===== config.mk =====
export PLATFORM = sky130hd
export DESIGN_NAME = cassette_byte_pulse_encoder_core_flat
export DESIGN_NICKNAME = d
export VERILOG_FILES = /design/src/sv/cbpe_pkg.sv /design/src/sv/cbpe_in_if.sv /design/src/sv/cbpe_out_if.sv /design/src/sv/cbpe_rate_div.sv /design/src/sv/cbpe_front.sv /design/src/sv/cbpe_fifo.sv /design/src/sv/cbpe_back.sv /design/src/sv/cassette_byte_pulse_encoder_core.sv /design/src/flat_wrapper.sv
export SDC_FILE = /design/constraint.sdc
export NUM_CORES = 1
export LEC_CHECK = 0
export BUFFER_PORTS_ARGS = -buffer_cell sky130_fd_sc_hd__buf_2
export CAP_MARGIN = 20
export CORE_MARGIN = 5
export CORE_UTILIZATION = 23
export CTS_BUF_LIST = sky130_fd_sc_hd__clkbuf_4 sky130_fd_sc_hd__clkbuf_8
export DETAILED_ROUTE_END_ITERATION = 12
export PLACE_DENSITY = 0.37
export SKIP_LAST_GASP = 1
export SYNTH_ARGS = -nofsm -noshare
export SYNTH_HDL_FRONTEND = slang
export SYNTH_SLANG_ARGS = --single-unit

===== constraint.sdc =====
create_clock -name i_clk -period 15.3 [get_ports i_clk]
set_input_delay 3.06 -clock i_clk [delete_from_list [all_inputs] [get_ports i_clk]]
set_output_delay 3.06 -clock i_clk [all_outputs]
set_load 0.05 [all_outputs]

===== src/sv/cbpe_pkg.sv =====
// ----------------------------------------------------------------------------
// cbpe_pkg
// Shared types and constants of the cassette byte pulse encoder.
// ----------------------------------------------------------------------------
package cbpe_pkg;

    // Timing base
    localparam int CLOCK_HZ   = 1000000;
    localparam int SHORT_HALF = 208;       // long half is twice this
    localparam int FRAME_LEN  = 14;
    localparam int HALF_NUM   = 2 * FRAME_LEN;

    // Widths
    localparam int RATE_W   = 18;
    localparam int AMP_W    = 15;
    localparam int DATA_W   = 8;
    localparam int SAMPLE_W = 16;
    localparam int COUNT_W  = 7;
    localparam int CARRY_W  = $clog2(CLOCK_HZ);
    localparam int PROD_W   = $clog2(SHORT_HALF * ((1 << RATE_W) - 1) + 1);
    localparam int Q_W      = COUNT_W + 1;   // saturated quotient, 0..2^COUNT_W
    localparam int HALF_W   = $clog2(HALF_NUM);
    localparam int CFG_W    = 2;

    localparam logic [COUNT_W-1:0] COUNT_MAX = '1;
    localparam logic [HALF_W-1:0]  HALF_LAST = HALF_W'(HALF_NUM - 1);

    typedef logic [FRAME_LEN-1:0] t_frame;

    // Register indexes
    typedef enum logic [CFG_W-1:0] {
        CFG_SAMPLE_RATE = 2'd0,
        CFG_AMPLITUDE   = 2'd1
    } t_cfg_index;

    // Rate divider sequencer
    typedef enum logic [2:0] {
        DIV_IDLE,
        DIV_MUL,
        DIV_RECIP,
        DIV_REM,
        DIV_FIN
    } t_div_state;

    // Per-rate timing: whole samples and remainder for both half lengths
    typedef struct packed {
        logic               busy;
        logic [Q_W-1:0]     q_short;
        logic [CARRY_W-1:0] r_short;
        logic [Q_W-1:0]     q_long;
        logic [CARRY_W-1:0] r_long;
    } t_timing;

    typedef struct packed {
        logic full;
        logic empty;
    } t_fifo_status;

endpackage


===== src/sv/cbpe_in_if.sv =====
// ----------------------------------------------------------------------------
// cbpe_in_if
// Input channel: one data byte per transfer.
// ----------------------------------------------------------------------------
interface cbpe_in_if;
    logic                         valid;
    logic                         ready;
    logic [cbpe_pkg::DATA_W-1:0]  data_byte;

    modport source (output valid, output data_byte, input ready);
    modport sink   (input valid, input data_byte, output ready);
endinterface


===== src/sv/cbpe_out_if.sv =====
// ----------------------------------------------------------------------------
// cbpe_out_if
// Output channel: one half-pulse per transfer.
// ----------------------------------------------------------------------------
interface cbpe_out_if;
    logic                                valid;
    logic                                ready;
    logic                                half_level;
    logic signed [cbpe_pkg::SAMPLE_W-1:0] sample_value;
    logic [cbpe_pkg::COUNT_W-1:0]        sample_count;
    logic                                last_half;

    modport source (output valid, output half_level, output sample_value,
                    output sample_count, output last_half, input ready);
    modport sink   (input valid, input half_level, input sample_value,
                    input sample_count, input last_half, output ready);
endinterface


===== src/sv/cbpe_rate_div.sv =====
// ----------------------------------------------------------------------------
// cbpe_rate_div
// Converts the sample rate into samples and remainder per half-pulse length
// by reciprocal multiplication: multiply, reciprocal, remainder, finish. Runs
// after reset and after each rate write.
// ----------------------------------------------------------------------------
module cbpe_rate_div (
    input  logic                          i_clk,
    input  logic                          i_rst_n,
    input  logic                          i_restart,
    input  logic [cbpe_pkg::RATE_W-1:0]   i_rate,
    output cbpe_pkg::t_timing             o_timing
);

    // Reciprocal of the clock rate, exact for every product below 2^PROD_W
    localparam int RECIP_SH = cbpe_pkg::PROD_W + cbpe_pkg::CARRY_W;
    localparam int RECIP_W  = cbpe_pkg::PROD_W + 2;
    localparam int WIDE_W   = cbpe_pkg::PROD_W + RECIP_W;
    localparam logic [RECIP_W-1:0] RECIP =
        RECIP_W'(((64'd1 << RECIP_SH) + 64'(cbpe_pkg::CLOCK_HZ) - 64'd1)
                 / 64'(cbpe_pkg::CLOCK_HZ));
    localparam logic [cbpe_pkg::CARRY_W:0] DIVISOR =
        (cbpe_pkg::CARRY_W + 1)'(cbpe_pkg::CLOCK_HZ);
    localparam logic [cbpe_pkg::PROD_W-1:0] DIVISOR_P =
        cbpe_pkg::PROD_W'(cbpe_pkg::CLOCK_HZ);

    cbpe_pkg::t_div_state r_state, n_state;

    logic [cbpe_pkg::PROD_W-1:0]  r_prod;
    logic [cbpe_pkg::PROD_W-1:0]  r_quo;
    logic [cbpe_pkg::CARRY_W-1:0] r_rem;

    logic [cbpe_pkg::Q_W-1:0]     r_q_short, r_q_long;
    logic [cbpe_pkg::CARRY_W-1:0] r_r_short, r_r_long;

    logic [WIDE_W-1:0]            recip_prod;
    logic [cbpe_pkg::PROD_W-1:0]  quo_scaled;
    logic [cbpe_pkg::CARRY_W:0]   rem_dbl;
    logic                         dbl_ge;
    logic [cbpe_pkg::PROD_W:0]    quo_long;
    logic                         busy;

    // Clamp a quotient to one above the largest count
    function automatic logic [cbpe_pkg::Q_W-1:0] sat_q(input logic [cbpe_pkg::PROD_W:0] q);
        logic [cbpe_pkg::Q_W-1:0] res;
        if (q > (cbpe_pkg::PROD_W + 1)'(cbpe_pkg::COUNT_MAX))
            res = cbpe_pkg::Q_W'({1'b0, cbpe_pkg::COUNT_MAX}) + 1'b1;
        else
            res = q[cbpe_pkg::Q_W-1:0];
        return res;
    endfunction

    // Reciprocal product, remainder and long-half derivation
    always_comb begin
        recip_prod = WIDE_W'(r_prod) * WIDE_W'(RECIP);
        quo_scaled = r_quo * DIVISOR_P;
        rem_dbl    = {r_rem, 1'b0};
        dbl_ge     = (rem_dbl >= DIVISOR);
        quo_long   = {r_quo, dbl_ge};
    end

    // State register
    always_ff @(posedge i_clk) begin
        if (!i_rst_n) begin
            r_state <= cbpe_pkg::DIV_MUL;
        end else begin
            r_state <= n_state;
        end
    end

    // Next state and status
    always_comb begin
        n_state = r_state;
        busy    = 1'b1;
        unique case (r_state)
            cbpe_pkg::DIV_IDLE: begin
                busy = 1'b0;
            end
            cbpe_pkg::DIV_MUL: begin
                n_state = cbpe_pkg::DIV_RECIP;
            end
            cbpe_pkg::DIV_RECIP: begin
                n_state = cbpe_pkg::DIV_REM;
            end
            cbpe_pkg::DIV_REM: begin
                n_state = cbpe_pkg::DIV_FIN;
            end
            cbpe_pkg::DIV_FIN: begin
                n_state = cbpe_pkg::DIV_IDLE;
            end
            default: begin
                n_state = cbpe_pkg::DIV_MUL;
            end
        endcase
        if (i_restart)
            n_state = cbpe_pkg::DIV_MUL;
    end

    // Datapath
    always_ff @(posedge i_clk) begin
        unique case (r_state)
            cbpe_pkg::DIV_MUL: begin
                r_prod <= cbpe_pkg::PROD_W'(i_rate) *
                          cbpe_pkg::PROD_W'(cbpe_pkg::SHORT_HALF);
            end
            cbpe_pkg::DIV_RECIP: begin
                r_quo <= cbpe_pkg::PROD_W'(recip_prod >> RECIP_SH);
            end
            cbpe_pkg::DIV_REM: begin
                r_rem <= cbpe_pkg::CARRY_W'(r_prod - quo_scaled);
            end
            cbpe_pkg::DIV_FIN: begin
                r_q_short <= sat_q({1'b0, r_quo});
                r_r_short <= r_rem;
                r_q_long  <= sat_q(quo_long);
                r_r_long  <= dbl_ge ? cbpe_pkg::CARRY_W'(rem_dbl - DIVISOR)
                                    : cbpe_pkg::CARRY_W'(rem_dbl);
            end
            default: begin
            end
        endcase
    end

    assign o_timing.busy    = busy;
    assign o_timing.q_short = r_q_short;
    assign o_timing.r_short = r_r_short;
    assign o_timing.q_long  = r_q_long;
    assign o_timing.r_long  = r_r_long;

endmodule


===== src/sv/cbpe_front.sv =====
// ----------------------------------------------------------------------------
// cbpe_front
// Accepts data bytes and builds the 14-bit frame: start, data, parity, stops.
// ----------------------------------------------------------------------------
module cbpe_front (
    cbpe_in_if.sink              i_in,
    input  logic                 i_cfg_we,
    input  logic                 i_busy,
    input  cbpe_pkg::t_fifo_status i_fifo,
    output logic                 o_push,
    output cbpe_pkg::t_frame     o_frame
);

    localparam cbpe_pkg::t_frame DATA_MASK = 14'h01FE;
    localparam cbpe_pkg::t_frame STOP_BITS = 14'h3C00;
    localparam int PARITY_POS = cbpe_pkg::DATA_W + 1;

    logic parity;

    // Hold off while the queue is full, a configuration write is present or the rate timing is being rebuilt
    assign i_in.ready = !i_fifo.full && !i_busy && !i_cfg_we;
    assign o_push     = i_in.valid && i_in.ready;

    // Frame assembly, LSB sent first
    always_comb begin
        parity  = ^i_in.data_byte;
        o_frame = (cbpe_pkg::t_frame'({i_in.data_byte, 1'b0}) & DATA_MASK)
                | (cbpe_pkg::t_frame'(parity) << PARITY_POS)
                | STOP_BITS;
    end

endmodule


===== src/sv/cbpe_fifo.sv =====
// ----------------------------------------------------------------------------
// cbpe_fifo
// Two-entry frame queue between the front and the back.
// ----------------------------------------------------------------------------
module cbpe_fifo (
    input  logic                   i_clk,
    input  logic                   i_rst_n,
    input  logic                   i_push,
    input  cbpe_pkg::t_frame       i_frame,
    input  logic                   i_pop,
    output cbpe_pkg::t_frame       o_head,
    output cbpe_pkg::t_fifo_status o_status
);

    cbpe_pkg::t_frame r_mem [2];
    logic             r_wr_ptr;
    logic             r_rd_ptr;
    logic [1:0]       r_cnt;

    // Pointers and fill level
    always_ff @(posedge i_clk) begin
        if (!i_rst_n) begin
            r_wr_ptr <= 1'b0;
            r_rd_ptr <= 1'b0;
            r_cnt    <= '0;
        end else begin
            if (i_push)
                r_wr_ptr <= ~r_wr_ptr;
            if (i_pop)
                r_rd_ptr <= ~r_rd_ptr;
            priority if (i_push && !i_pop)
                r_cnt <= r_cnt + 1'b1;
            else if (i_pop && !i_push)
                r_cnt <= r_cnt - 1'b1;
            else
                r_cnt <= r_cnt;
        end
    end

    // Storage
    always_ff @(posedge i_clk) begin
        if (i_push)
            r_mem[r_wr_ptr] <= i_frame;
    end

    assign o_head         = r_mem[r_rd_ptr];
    assign o_status.full  = r_cnt[1];
    assign o_status.empty = (r_cnt == 2'd0);

endmodule


===== src/sv/cbpe_back.sv =====
// ----------------------------------------------------------------------------
// cbpe_back
// Walks the 28 half-pulses of the head frame, one per cycle while the output
// is taken, chaining the fractional sample carry, into a registered output stage.
// ----------------------------------------------------------------------------
module cbpe_back (
    input  logic                        i_clk,
    input  logic                        i_rst_n,
    input  cbpe_pkg::t_timing           i_timing,
    input  logic [cbpe_pkg::AMP_W-1:0]  i_amplitude,
    input  cbpe_pkg::t_frame            i_head,
    input  cbpe_pkg::t_fifo_status      i_fifo,
    output logic                        o_pop,
    cbpe_out_if.source                  o_out
);

    localparam logic [cbpe_pkg::CARRY_W:0] MODULUS =
        (cbpe_pkg::CARRY_W + 1)'(cbpe_pkg::CLOCK_HZ);

    logic [cbpe_pkg::HALF_W-1:0]  r_half;
    logic [cbpe_pkg::CARRY_W-1:0] r_carry, n_carry;

    logic                         r_ov;
    logic                         r_level;
    logic [cbpe_pkg::SAMPLE_W-1:0] r_value;
    logic [cbpe_pkg::COUNT_W-1:0] r_count;
    logic                         r_last;

    logic                         fire;
    logic                         level;
    logic                         is_long;
    logic [cbpe_pkg::Q_W-1:0]     q_sel, q_full;
    logic [cbpe_pkg::CARRY_W-1:0] r_sel;
    logic [cbpe_pkg::CARRY_W:0]   sum;
    logic                         wrap;
    logic [cbpe_pkg::COUNT_W-1:0] count;
    logic [cbpe_pkg::SAMPLE_W-1:0] amp_ext, value;
    logic                         last;

    // Issue when a frame is waiting and the output slot frees up
    assign fire  = !i_fifo.empty && (!r_ov || o_out.ready);
    assign o_pop = fire && (r_half == cbpe_pkg::HALF_LAST);

    // Sample count, level and value for this half
    always_comb begin
        level   = r_half[0];
        is_long = level && !i_head[r_half[cbpe_pkg::HALF_W-1:1]];
        q_sel   = is_long ? i_timing.q_long : i_timing.q_short;
        r_sel   = is_long ? i_timing.r_long : i_timing.r_short;
        sum     = {1'b0, r_sel} + {1'b0, r_carry};
        wrap    = (sum >= MODULUS);
        n_carry = wrap ? cbpe_pkg::CARRY_W'(sum - MODULUS) : cbpe_pkg::CARRY_W'(sum);
        q_full  = q_sel + cbpe_pkg::Q_W'(wrap);
        count   = (q_full > cbpe_pkg::Q_W'(cbpe_pkg::COUNT_MAX))
                  ? cbpe_pkg::COUNT_MAX : q_full[cbpe_pkg::COUNT_W-1:0];
        amp_ext = cbpe_pkg::SAMPLE_W'(i_amplitude);
        value   = level ? amp_ext : (cbpe_pkg::SAMPLE_W'(0) - amp_ext);
        last    = (r_half == cbpe_pkg::HALF_LAST);
    end

    // Sequencer and carry
    always_ff @(posedge i_clk) begin
        if (!i_rst_n) begin
            r_half  <= '0;
            r_carry <= '0;
            r_ov    <= 1'b0;
        end else begin
            if (fire) begin
                r_half  <= last ? '0 : r_half + 1'b1;
                r_carry <= n_carry;
                r_ov    <= 1'b1;
            end else if (o_out.ready) begin
                r_ov    <= 1'b0;
            end
        end
    end

    // Output payload
    always_ff @(posedge i_clk) begin
        if (fire) begin
            r_level <= level;
            r_value <= value;
            r_count <= count;
            r_last  <= last;
        end
    end

    assign o_out.valid        = r_ov;
    assign o_out.half_level   = r_level;
    assign o_out.sample_value = $signed(r_value);
    assign o_out.sample_count = r_count;
    assign o_out.last_half    = r_last;

endmodule


===== src/sv/cassette_byte_pulse_encoder_core.sv =====
// ----------------------------------------------------------------------------
// cassette_byte_pulse_encoder_core
// Throughput: one half-pulse per cycle while the output is taken, set by the
//   back sequencer chaining the sample carry; 28 per byte, bytes queue two deep.
// Order: a byte goes into the queue, then its first half is registered for output.
// Reset: registers return to 44100 Hz / 16000, carry clears; the rate divider
//   then runs mul, recip, rem, fin (also after each sample_rate write), input held.
// ----------------------------------------------------------------------------
module cassette_byte_pulse_encoder_core (
    input  logic                         i_clk,
    input  logic                         i_rst_n,
    input  logic                         i_cfg_we,
    input  logic [cbpe_pkg::CFG_W-1:0]   i_cfg_index,
    input  logic [cbpe_pkg::RATE_W-1:0]  i_cfg_data,
    cbpe_in_if.sink                      i_in,
    cbpe_out_if.source                   o_out
);

    logic [cbpe_pkg::RATE_W-1:0] r_sample_rate;
    logic [cbpe_pkg::AMP_W-1:0]  r_amplitude;

    cbpe_pkg::t_timing      timing;
    cbpe_pkg::t_fifo_status fifo_st;
    cbpe_pkg::t_frame       push_frame;
    cbpe_pkg::t_frame       head_frame;
    logic                   push;
    logic                   pop;
    logic                   rate_wr;

    // Configuration registers
    always_ff @(posedge i_clk) begin
        if (!i_rst_n) begin
            r_sample_rate <= cbpe_pkg::RATE_W'(44100);
            r_amplitude   <= cbpe_pkg::AMP_W'(16000);
        end else if (i_cfg_we) begin
            unique case (i_cfg_index)
                cbpe_pkg::CFG_SAMPLE_RATE: r_sample_rate <= i_cfg_data;
                cbpe_pkg::CFG_AMPLITUDE:   r_amplitude <= i_cfg_data[cbpe_pkg::AMP_W-1:0];
                default: begin
                end
            endcase
        end
    end

    assign rate_wr = i_cfg_we && (i_cfg_index == cbpe_pkg::CFG_SAMPLE_RATE);

    cbpe_rate_div u_rate_div (
        .i_clk     (i_clk),
        .i_rst_n   (i_rst_n),
        .i_restart (rate_wr),
        .i_rate    (r_sample_rate),
        .o_timing  (timing)
    );

    cbpe_front u_front (
        .i_in     (i_in),
        .i_cfg_we (i_cfg_we),
        .i_busy   (timing.busy),
        .i_fifo   (fifo_st),
        .o_push   (push),
        .o_frame  (push_frame)
    );

    cbpe_fifo u_fifo (
        .i_clk    (i_clk),
        .i_rst_n  (i_rst_n),
        .i_push   (push),
        .i_frame  (push_frame),
        .i_pop    (pop),
        .o_head   (head_frame),
        .o_status (fifo_st)
    );

    cbpe_back u_back (
        .i_clk       (i_clk),
        .i_rst_n     (i_rst_n),
        .i_timing    (timing),
        .i_amplitude (r_amplitude),
        .i_head      (head_frame),
        .i_fifo      (fifo_st),
        .o_pop       (pop),
        .o_out       (o_out)
    );

    // Assertions
    a_no_accept_busy: assert property (@(posedge i_clk) disable iff (!i_rst_n)
        (i_in.valid && i_in.ready) |-> !timing.busy)
        else $error("byte accepted while rate timing rebuilt");

    a_fifo_status: assert property (@(posedge i_clk) disable iff (!i_rst_n)
        !(fifo_st.full && fifo_st.empty))
        else $error("queue reports full and empty");

    a_rem_range: assert property (@(posedge i_clk) disable iff (!i_rst_n)
        (!timing.busy && !$past(timing.busy)) |->
        (timing.r_short < cbpe_pkg::CARRY_W'(cbpe_pkg::CLOCK_HZ)) &&
        (timing.r_long < cbpe_pkg::CARRY_W'(cbpe_pkg::CLOCK_HZ)))
        else $error("remainder out of range");

    a_last_high: assert property (@(posedge i_clk) disable iff (!i_rst_n)
        (o_out.valid && o_out.last_half) |-> o_out.half_level)
        else $error("last half-pulse is not a high half");

endmodule

===== src/flat_wrapper.sv =====
// flat-port wrapper written by rule: the top's interface ports become plain ports
module cassette_byte_pulse_encoder_core_flat 
  (i_clk, i_rst_n, i_cfg_we, i_cfg_index, i_cfg_data, i_in_valid, i_in_data_byte, i_in_ready, o_out_valid, o_out_half_level, o_out_sample_value, o_out_sample_count, o_out_last_half, o_out_ready);
  cbpe_in_if i_in_i ();
  cbpe_out_if o_out_i ();
  input  logic i_clk;
  input  logic i_rst_n;
  input  logic i_cfg_we;
  input  logic [cbpe_pkg::CFG_W-1:0] i_cfg_index;
  input  logic [cbpe_pkg::RATE_W-1:0] i_cfg_data;
  input wire logic [$bits(i_in_i.valid)-1:0] i_in_valid;
  input wire logic [$bits(i_in_i.data_byte)-1:0] i_in_data_byte;
  output wire logic [$bits(i_in_i.ready)-1:0] i_in_ready;
  output wire logic [$bits(o_out_i.valid)-1:0] o_out_valid;
  output wire logic [$bits(o_out_i.half_level)-1:0] o_out_half_level;
  output wire logic [$bits(o_out_i.sample_value)-1:0] o_out_sample_value;
  output wire logic [$bits(o_out_i.sample_count)-1:0] o_out_sample_count;
  output wire logic [$bits(o_out_i.last_half)-1:0] o_out_last_half;
  input wire logic [$bits(o_out_i.ready)-1:0] o_out_ready;
  assign i_in_i.valid = i_in_valid;
  assign i_in_i.data_byte = i_in_data_byte;
  assign i_in_ready = i_in_i.ready;
  assign o_out_valid = o_out_i.valid;
  assign o_out_half_level = o_out_i.half_level;
  assign o_out_sample_value = o_out_i.sample_value;
  assign o_out_sample_count = o_out_i.sample_count;
  assign o_out_last_half = o_out_i.last_half;
  assign o_out_i.ready = o_out_ready;
  cassette_byte_pulse_encoder_core u_core (.i_clk(i_clk), .i_rst_n(i_rst_n), .i_cfg_we(i_cfg_we), .i_cfg_index(i_cfg_index), .i_cfg_data(i_cfg_data), .i_in(i_in_i), .o_out(o_out_i));
endmodule

==> flow_metrics.env, run 1 <==
export IMPL_status="finished, final reports clean"
export IMPL_rows=109
export IMPL_fin_crit_ns=7.11
export IMPL_cts_htree_levels=4
export IMPL_tightest_slew_ns=0.929
export IMPL_coreArea_mm2=0.0880
export IMPL_worstHoldPathCells=2
export IMPL_die_x_um=307
export IMPL_cp_top_family="adder cells"
export IMPL_clk_latency_ns=0.51
export IMPL_synthTopCellsByCount="402 x inv_1, 324 x ha_1, 211 x fa_1"
export IMPL_clockRootBuffer="clkbuf_8"
export IMPL_drive_gt1_frac=0.0809
export IMPL_die_h_um=307
export IMPL_cap_violations=0
export IMPL_seq_area_frac_synth=0.261
export IMPL_synth_avg_cell_area_um2=10.3
export IMPL_design_area_mm2=0.0224
export IMPL_synth_area_leaders="fa_1 21%, ha_1 20%, edfxtp_1 20%, inv_1 7.4%, dfxtp_1 6.2%"
export IMPL_worstPathRequired_ns=15.55
export IMPL_rr_endpoint="u_core.u_rate_div.r_quo[6]$_DFFE_PP_"
export IMPL_layout_nets=2583
export IMPL_fmax_ghz=0.141
export IMPL_cp_slowest_stage_delay_ns=0.59
export IMPL_cts_hold_buffers=0
export IMPL_cp_common_cell="fa_1"
export IMPL_num_vias=13300
export IMPL_syn_area_mm2=0.0203
export IMPL_antenna_found_initial=1
export IMPL_grt_max_degree=58
export IMPL_io_buffers=59
export IMPL_synth_mux_area_frac=0.0205
export IMPL_tritoncts="built"
export IMPL_gp_congestion=0.867
export IMPL_synthArstFlopShare=0
export IMPL_setup_viol=0
export IMPL_final_max_slew_violation_count=0
export IMPL_hp_class="register to register"
export IMPL_hold_path_endpoint="u_core.r_amplitude[14]$_SDFFE_PN0P_"
export IMPL_synth_xor_xnor_area_share=0.0466
export IMPL_hold_viol=0
export IMPL_via_per_inst=4.17
export IMPL_synth_seq_cells=197
export IMPL_clk_pin_slew_worst_paths_ns=0.11
export IMPL_detail_route_antenna_nets=0
export IMPL_crit_path_end_kind="register"
export IMPL_post_cts_resize_count=0
export IMPL_timing_max_slew_rel_slack=0.380
export IMPL_finalSetupTns_ns=0
export IMPL_hpwl_mm=43.5
export IMPL_yosysMostFrequentCell="inv_1"
export IMPL_worstSetupStartpointType="register"
export IMPL_crit_chain="inv_1, ha_1, inv_1, fa_1, inv_1, fa_1, inv_1, fa_1, fa_1, fa_1, fa_1, ha_1, a21o_1, a21o_1, a21oi_1, o21ai_0, o21ai_0, nor3b_1, or3_1, a31o_2, xor2_1"
export IMPL_fin_util=0.255
export IMPL_synth_compound_area_frac=0.0903
export IMPL_dieArea_mm2=0.0942
export IMPL_drc=0
export IMPL_synth_edff_count=134
export IMPL_grt_pass1_vias=14000
export IMPL_place_area_mm2=0.0219
export IMPL_grt_usage=0.109
export IMPL_first_pass_iters=5
export IMPL_rsz0062_at_grt="no"
export IMPL_grt_pass1_wl_mm=81.1
export IMPL_yosys_warnings=0
export IMPL_r2r_cells=21
export IMPL_hold_path_startpoint="u_core.r_amplitude[14]$_SDFFE_PN0P_"
export IMPL_io_pins=60
export IMPL_cts_buffer_depth=2
export IMPL_fin_crit_sh=0.465
export IMPL_synth_largest_area_cell="fa_1"
export IMPL_syn_nets=2532
export IMPL_critical_path_arrival_ns=7.37
export IMPL_critPathMaxFanout=7
export IMPL_syn_to_final_growth_pct=10.6
export IMPL_overflow=0
export IMPL_crit_type="register to register"
export IMPL_wire_per_inst_um=15.9
export IMPL_skew_ns=0.0173
export IMPL_ff2ff_setup_slack_ns=8.19
export IMPL_synth_top_family_by_area="adder cells"
export IMPL_initial_core_util=0.231
export IMPL_r2r_start="u_core.u_rate_div.r_prod[18]$_DFFE_PP_"
export IMPL_postCtsSetupRepairBufs=0
export IMPL_synth_ff_type="edfxtp_1"
export IMPL_synth_cells=1964
export IMPL_critPathSlowestCell="fa_1"
export IMPL_yosys_area_share_simple=0.0905
export IMPL_totalWireLength_mm=50.7
export IMPL_synthDistinctLibCells=78
export IMPL_critPathBufInv=4
export IMPL_synth_top_area_share=0.208
export IMPL_clock_sinks=197
export IMPL_cts_made_buffers=17
export IMPL_drtIter0Drc=496
export IMPL_yosys_area_share_adder=0.408
[worst min-delay path, stage by stage (launching register included)]
cell and delay (ns):
dfxtp_1 0.32, nand2_1 0.05, a21oi_1 0.05
[per-layer routing]
layer,track usage,routed length (um)
met5,0,0
met4,0.0202,643
met3,0.0154,1050
met2,0.182,24300
met1,0.154,24700
[per-stage QoR]
| stage | instances | hold slack, ns | worst slack [ns] |
|---|---|---|---|
| final | 3194 | 0.461 | 8.19 |
| after global routing | 3194 | 0.502 | 7.77 |
| after CTS | 3192 | 0.462 | 8.07 |
| after detailed placement | 3160 | 0.447 | 8.11 |
| after global placement | 3160 | 0.447 | 8.12 |
| after floorplan | 1964 | 0.400 | 8.08 |
[logic make-up (layout without fill, tap and decap cells)]
logic type / count (synthesis) / in the layout
flops: 197 / 197
other cells: 0 / 1
simple gates: 376 / 376
mux: 34 / 34
xor+xnor: 108 / 108
compound gates: 274 / 274
fa+ha+maj: 535 / 535
buf+inv: 440 / 504
[final cells by class]
| cell class | count | area [um^2] |
|---|---|---|
| clock buffer | 19 | 262 |
| inverter | 403 | 1510 |
| sequential | 197 | 5290 |
| fill | 9335 | 65500 |
| tap | 1165 | 1460 |
| antenna | 1 | 2.50 |
| multi-input combinational | 1327 | 13300 |
| timing repair buffer | 69 | 370 |
| clock inverter | 13 | 213 |
[registers in the layout, indices dropped and copies added (netlist names), 14 cells and up, named ones only]
| register | flops |
|---|---|
| u_core.r_amplitude | 15 |
| u_core.r_sample_rate | 18 |
| u_core.u_back.o_out.sample_value | 16 |
| u_core.u_back.r_carry | 16 |
| u_core.u_fifo.r_mem | 18 |
| u_core.u_rate_div.r_prod | 22 |
| u_core.u_rate_div.r_r_long | 14 |
| u_core.u_rate_div.r_r_short | 16 |
| u_core.u_rate_div.r_rem | 16 |
[worst max-delay path by stage]
stage / cells past startpoint / from / end / slack, ns
final: 21 / u_core.u_rate_div.r_prod[18]$_DFFE_PP_ / u_core.u_rate_div.r_quo[6]$_DFFE_PP_ / 8.19
after global routing: 23 / u_core.u_rate_div.r_prod[8]$_DFFE_PP_ / u_core.u_rate_div.r_quo[6]$_DFFE_PP_ / 7.77
after CTS: 19 / u_core.u_rate_div.r_prod[14]$_DFFE_PP_ / u_core.u_rate_div.r_quo[6]$_DFFE_PP_ / 8.07
after detailed placement: 19 / u_core.u_rate_div.r_prod[19]$_DFFE_PP_ / u_core.u_rate_div.r_quo[6]$_DFFE_PP_ / 8.11
after global placement: 21 / u_core.u_rate_div.r_prod[18]$_DFFE_PP_ / u_core.u_rate_div.r_quo[6]$_DFFE_PP_ / 8.12
after floorplan: 2 / i_cfg_we / i_in_ready / 8.08
[cell usage in the layout (no fill, tap or decap), drive strengths merged, types with 7 or more instances in the layout]
master  instances
o21ai          50
mux2i           9
nand4          10
nand2b          8
a21oi          89
nor3b           7
clkbuf         20
mux2           21
fa            211
nor2b          19
or2            10
ha            324
inv           408
o21a           12
xnor2          66
buf            68
a21o           31
edfxtp        134
a31oi          18
o211ai         13
xor2           42
o31ai           9
or3            11
a211oi          8
dfxtp          63
nor2           79
nor4            9
nor3           36
nand3          29
and3           14
nand2         121
Power of run 1 is left out: the tool's default activity adds up to more than one toggle a clock period on the data nets, which glitch-free logic cannot reach.
==> run 2, diff against run 1 <==
--- a/config.mk
+++ b/config.mk
@@ -11,7 +11,7 @@
 export CORE_UTILIZATION = 23
 export CTS_BUF_LIST = sky130_fd_sc_hd__clkbuf_4 sky130_fd_sc_hd__clkbuf_8
 export DETAILED_ROUTE_END_ITERATION = 12
-export PLACE_DENSITY = 0.37
+export PLACE_DENSITY = 0.38
 export SKIP_LAST_GASP = 1
 export SYNTH_ARGS = -nofsm -noshare
 export SYNTH_HDL_FRONTEND = slang
==> constraint.sdc (replaced) <==
create_clock -name i_clk -period 6.5 [get_ports i_clk]
set_input_delay 1.3 -clock i_clk [delete_from_list [all_inputs] [get_ports i_clk]]
set_output_delay 1.3 -clock i_clk [all_outputs]
set_load 0.05 [all_outputs]
==> run 2 against run 1 <==
Critical path depth shrank 1. Final cell count increased by 4.2%. Wire length fell by 0.21%. Clock-buffer cell count down 2. Core utilization grew 1.5 points. Sequential share of layout area is 1.3 points lower. Die area unchanged. Flip-flop and latch count did not move. Maximum frequency increased by 9.8%. Via count increased by 2.7%. First-iteration DRC count rose by 7.3%.
==> flow_metrics.env, run 2 (same netlist as run 1, synthesis figures left out) <==
export IMPL_status="finished, final reports clean"
export IMPL_overflow=0
export IMPL_cts_made_buffers=17
export IMPL_crit_type="register to register"
export IMPL_hpwl_mm=43.9
export IMPL_critPathSlowestCell="fa_2"
export IMPL_fin_crit_ns=6.48
export IMPL_rsz0062_at_grt="yes"
export IMPL_grt_pass1_wl_mm=81.2
export IMPL_worstSetupStartpointType="register"
export IMPL_first_pass_iters=5
export IMPL_via_per_inst=4.11
export IMPL_cap_violations=0
export IMPL_drc=0
export IMPL_critPathBufInv=3
export IMPL_r2r_start="u_core.u_rate_div.r_prod[18]$_DFFE_PP_"
export IMPL_drtIter0Drc=532
export IMPL_syn_to_final_growth_pct=17.1
export IMPL_clock_sinks=197
export IMPL_fmax_ghz=0.154
export IMPL_grt_pass1_vias=14700
export IMPL_cp_common_cell="fa_1"
export IMPL_totalWireLength_mm=50.6
export IMPL_tritoncts="built"
export IMPL_detail_route_antenna_nets=0
export IMPL_cts_hold_buffers=0
export IMPL_crit_path_end_kind="register"
export IMPL_hp_class="register to register"
export IMPL_cts_buffer_depth=2
export IMPL_clk_pin_slew_worst_paths_ns=0.12
export IMPL_io_buffers=59
export IMPL_coreArea_mm2=0.0880
export IMPL_hold_viol=0
export IMPL_die_x_um=307
export IMPL_critical_path_arrival_ns=6.73
export IMPL_gp_congestion=0.833
export IMPL_final_max_slew_violation_count=0
export IMPL_layout_nets=2718
export IMPL_rows=109
export IMPL_die_h_um=307
export IMPL_final_common_cell="inv_1"
export IMPL_grt_max_degree=58
export IMPL_largest_register_ffs=22
export IMPL_hold_path_startpoint="u_core.u_rate_div.r_rem[4]$_DFFE_PP_"
export IMPL_design_area_mm2=0.0238
export IMPL_cp_top_family="adder cells"
export IMPL_setup_viol=0
export IMPL_place_area_mm2=0.0228
export IMPL_rr_endpoint="u_core.u_rate_div.r_quo[6]$_DFFE_PP_"
export IMPL_wire_per_inst_um=15.2
export IMPL_io_pins=60
export IMPL_clk_latency_ns=0.50
export IMPL_n_fill_cell=9306
export IMPL_largestRegisters="u_core.u_rate_div.r_prod (22), u_core.r_sample_rate (18), u_core.u_fifo.r_mem (18)"
export IMPL_final_cell_mix="387 x inv_1, 308 x ha_1, 195 x fa_1"
export IMPL_r2r_cells=20
export IMPL_crit_chain="fa_2, fa_2, inv_1, fa_1, inv_1, fa_1, fa_1, fa_1, fa_1, ha_1, a21o_1, a21o_1, a21oi_2, o21ai_2, a2111oi_2, buf_4, nor3b_4, or3_4, a31o_4, xor2_2"
export IMPL_worstHoldPathCells=0
export IMPL_fin_crit_sh=0.997
export IMPL_grt_usage=0.109
export IMPL_skew_ns=0.0217
export IMPL_ff2ff_setup_slack_ns=0.02
export IMPL_initial_core_util=0.231
export IMPL_hold_path_endpoint="u_core.u_rate_div.r_r_short[4]$_DFFE_PN_"
export IMPL_num_vias=13700
export IMPL_top_register="u_core.u_rate_div.r_prod"
export IMPL_critPathMaxFanout=3
export IMPL_cp_slowest_stage_delay_ns=0.61
export IMPL_timing_max_slew_rel_slack=0.443
export IMPL_worstPathRequired_ns=6.75
export IMPL_dieArea_mm2=0.0942
export IMPL_antenna_found_initial=1
export IMPL_clockRootBuffer="clkbuf_8"
export IMPL_tightest_slew_ns=0.829
export IMPL_cts_htree_levels=4
export IMPL_drive_gt1_frac=0.170
## run 2: final cells by class
type                       count  area, um^2  share of cell area
antenna                        1        2.50            0.000105
clock buffer                  17         234             0.00985
clock inverter                15         165             0.00695
inverter                     403        1520              0.0638
multi-input combinational   1327       13700               0.576
sequential                   197        5290               0.223
tap                         1165        1460              0.0614
timing repair buffer         204        1410              0.0593
## run 2: routing by layer
layer	track usage	wire, um
met4	0.0177	471
met5	0	0
met3	0.0136	835
met1	0.150	24300
met2	0.188	25000
## run 2: stage by stage
step	util	hold slack, ns	TNS [ns]	std cells	setup slack (ns)
floorplan	-	0.400	0	1964	0.0267
global route	0.270	0.439	-1.03	3329	-0.230
CTS	0.267	0.426	-0.0434	3318	-0.0434
global placement	0.259	0.405	-1.08	3275	-0.231
detailed placement	0.259	0.408	-1.44	3275	-0.296
finish	0.270	0.424	0	3329	0.0218
## run 2: worst max-delay path by stage
stage	from	cells past startpoint	end
final	u_core.u_rate_div.r_prod[18]$_DFFE_PP_	20	u_core.u_rate_div.r_quo[6]$_DFFE_PP_
after global routing	u_core.u_rate_div.r_prod[6]$_DFFE_PP_	21	u_core.u_rate_div.r_quo[6]$_DFFE_PP_
after CTS	u_core.u_rate_div.r_prod[10]$_DFFE_PP_	24	u_core.u_rate_div.r_quo[6]$_DFFE_PP_
after detailed placement	u_core.u_rate_div.r_prod[18]$_DFFE_PP_	22	u_core.u_rate_div.r_quo[6]$_DFFE_PP_
after global placement	u_core.u_rate_div.r_prod[18]$_DFFE_PP_	22	u_core.u_rate_div.r_quo[6]$_DFFE_PP_
after floorplan	u_core.u_rate_div.r_prod[11]$_DFFE_PP_	22	u_core.u_rate_div.r_quo[6]$_DFFE_PP_
## run 2: repair_timing
action                                  4_1_cts  5_1_grt
pin swaps                                    54       30
endpoints found under the setup margin        7       13
resized for setup                            48       37
setup buffers                                11        9
## run 2: worst register-to-register path: cells and delay by family, from the launching register on
family / cells / cell delay (ns)
fa+ha+maj: 8 / 3.81
compound gates: 6 / 1.09
flops: 1 / 0.45
simple gates: 2 / 0.42
buf+inv: 3 / 0.34
xor+xnor: 1 / 0.13
Power of run 2 is left out for the same reason.
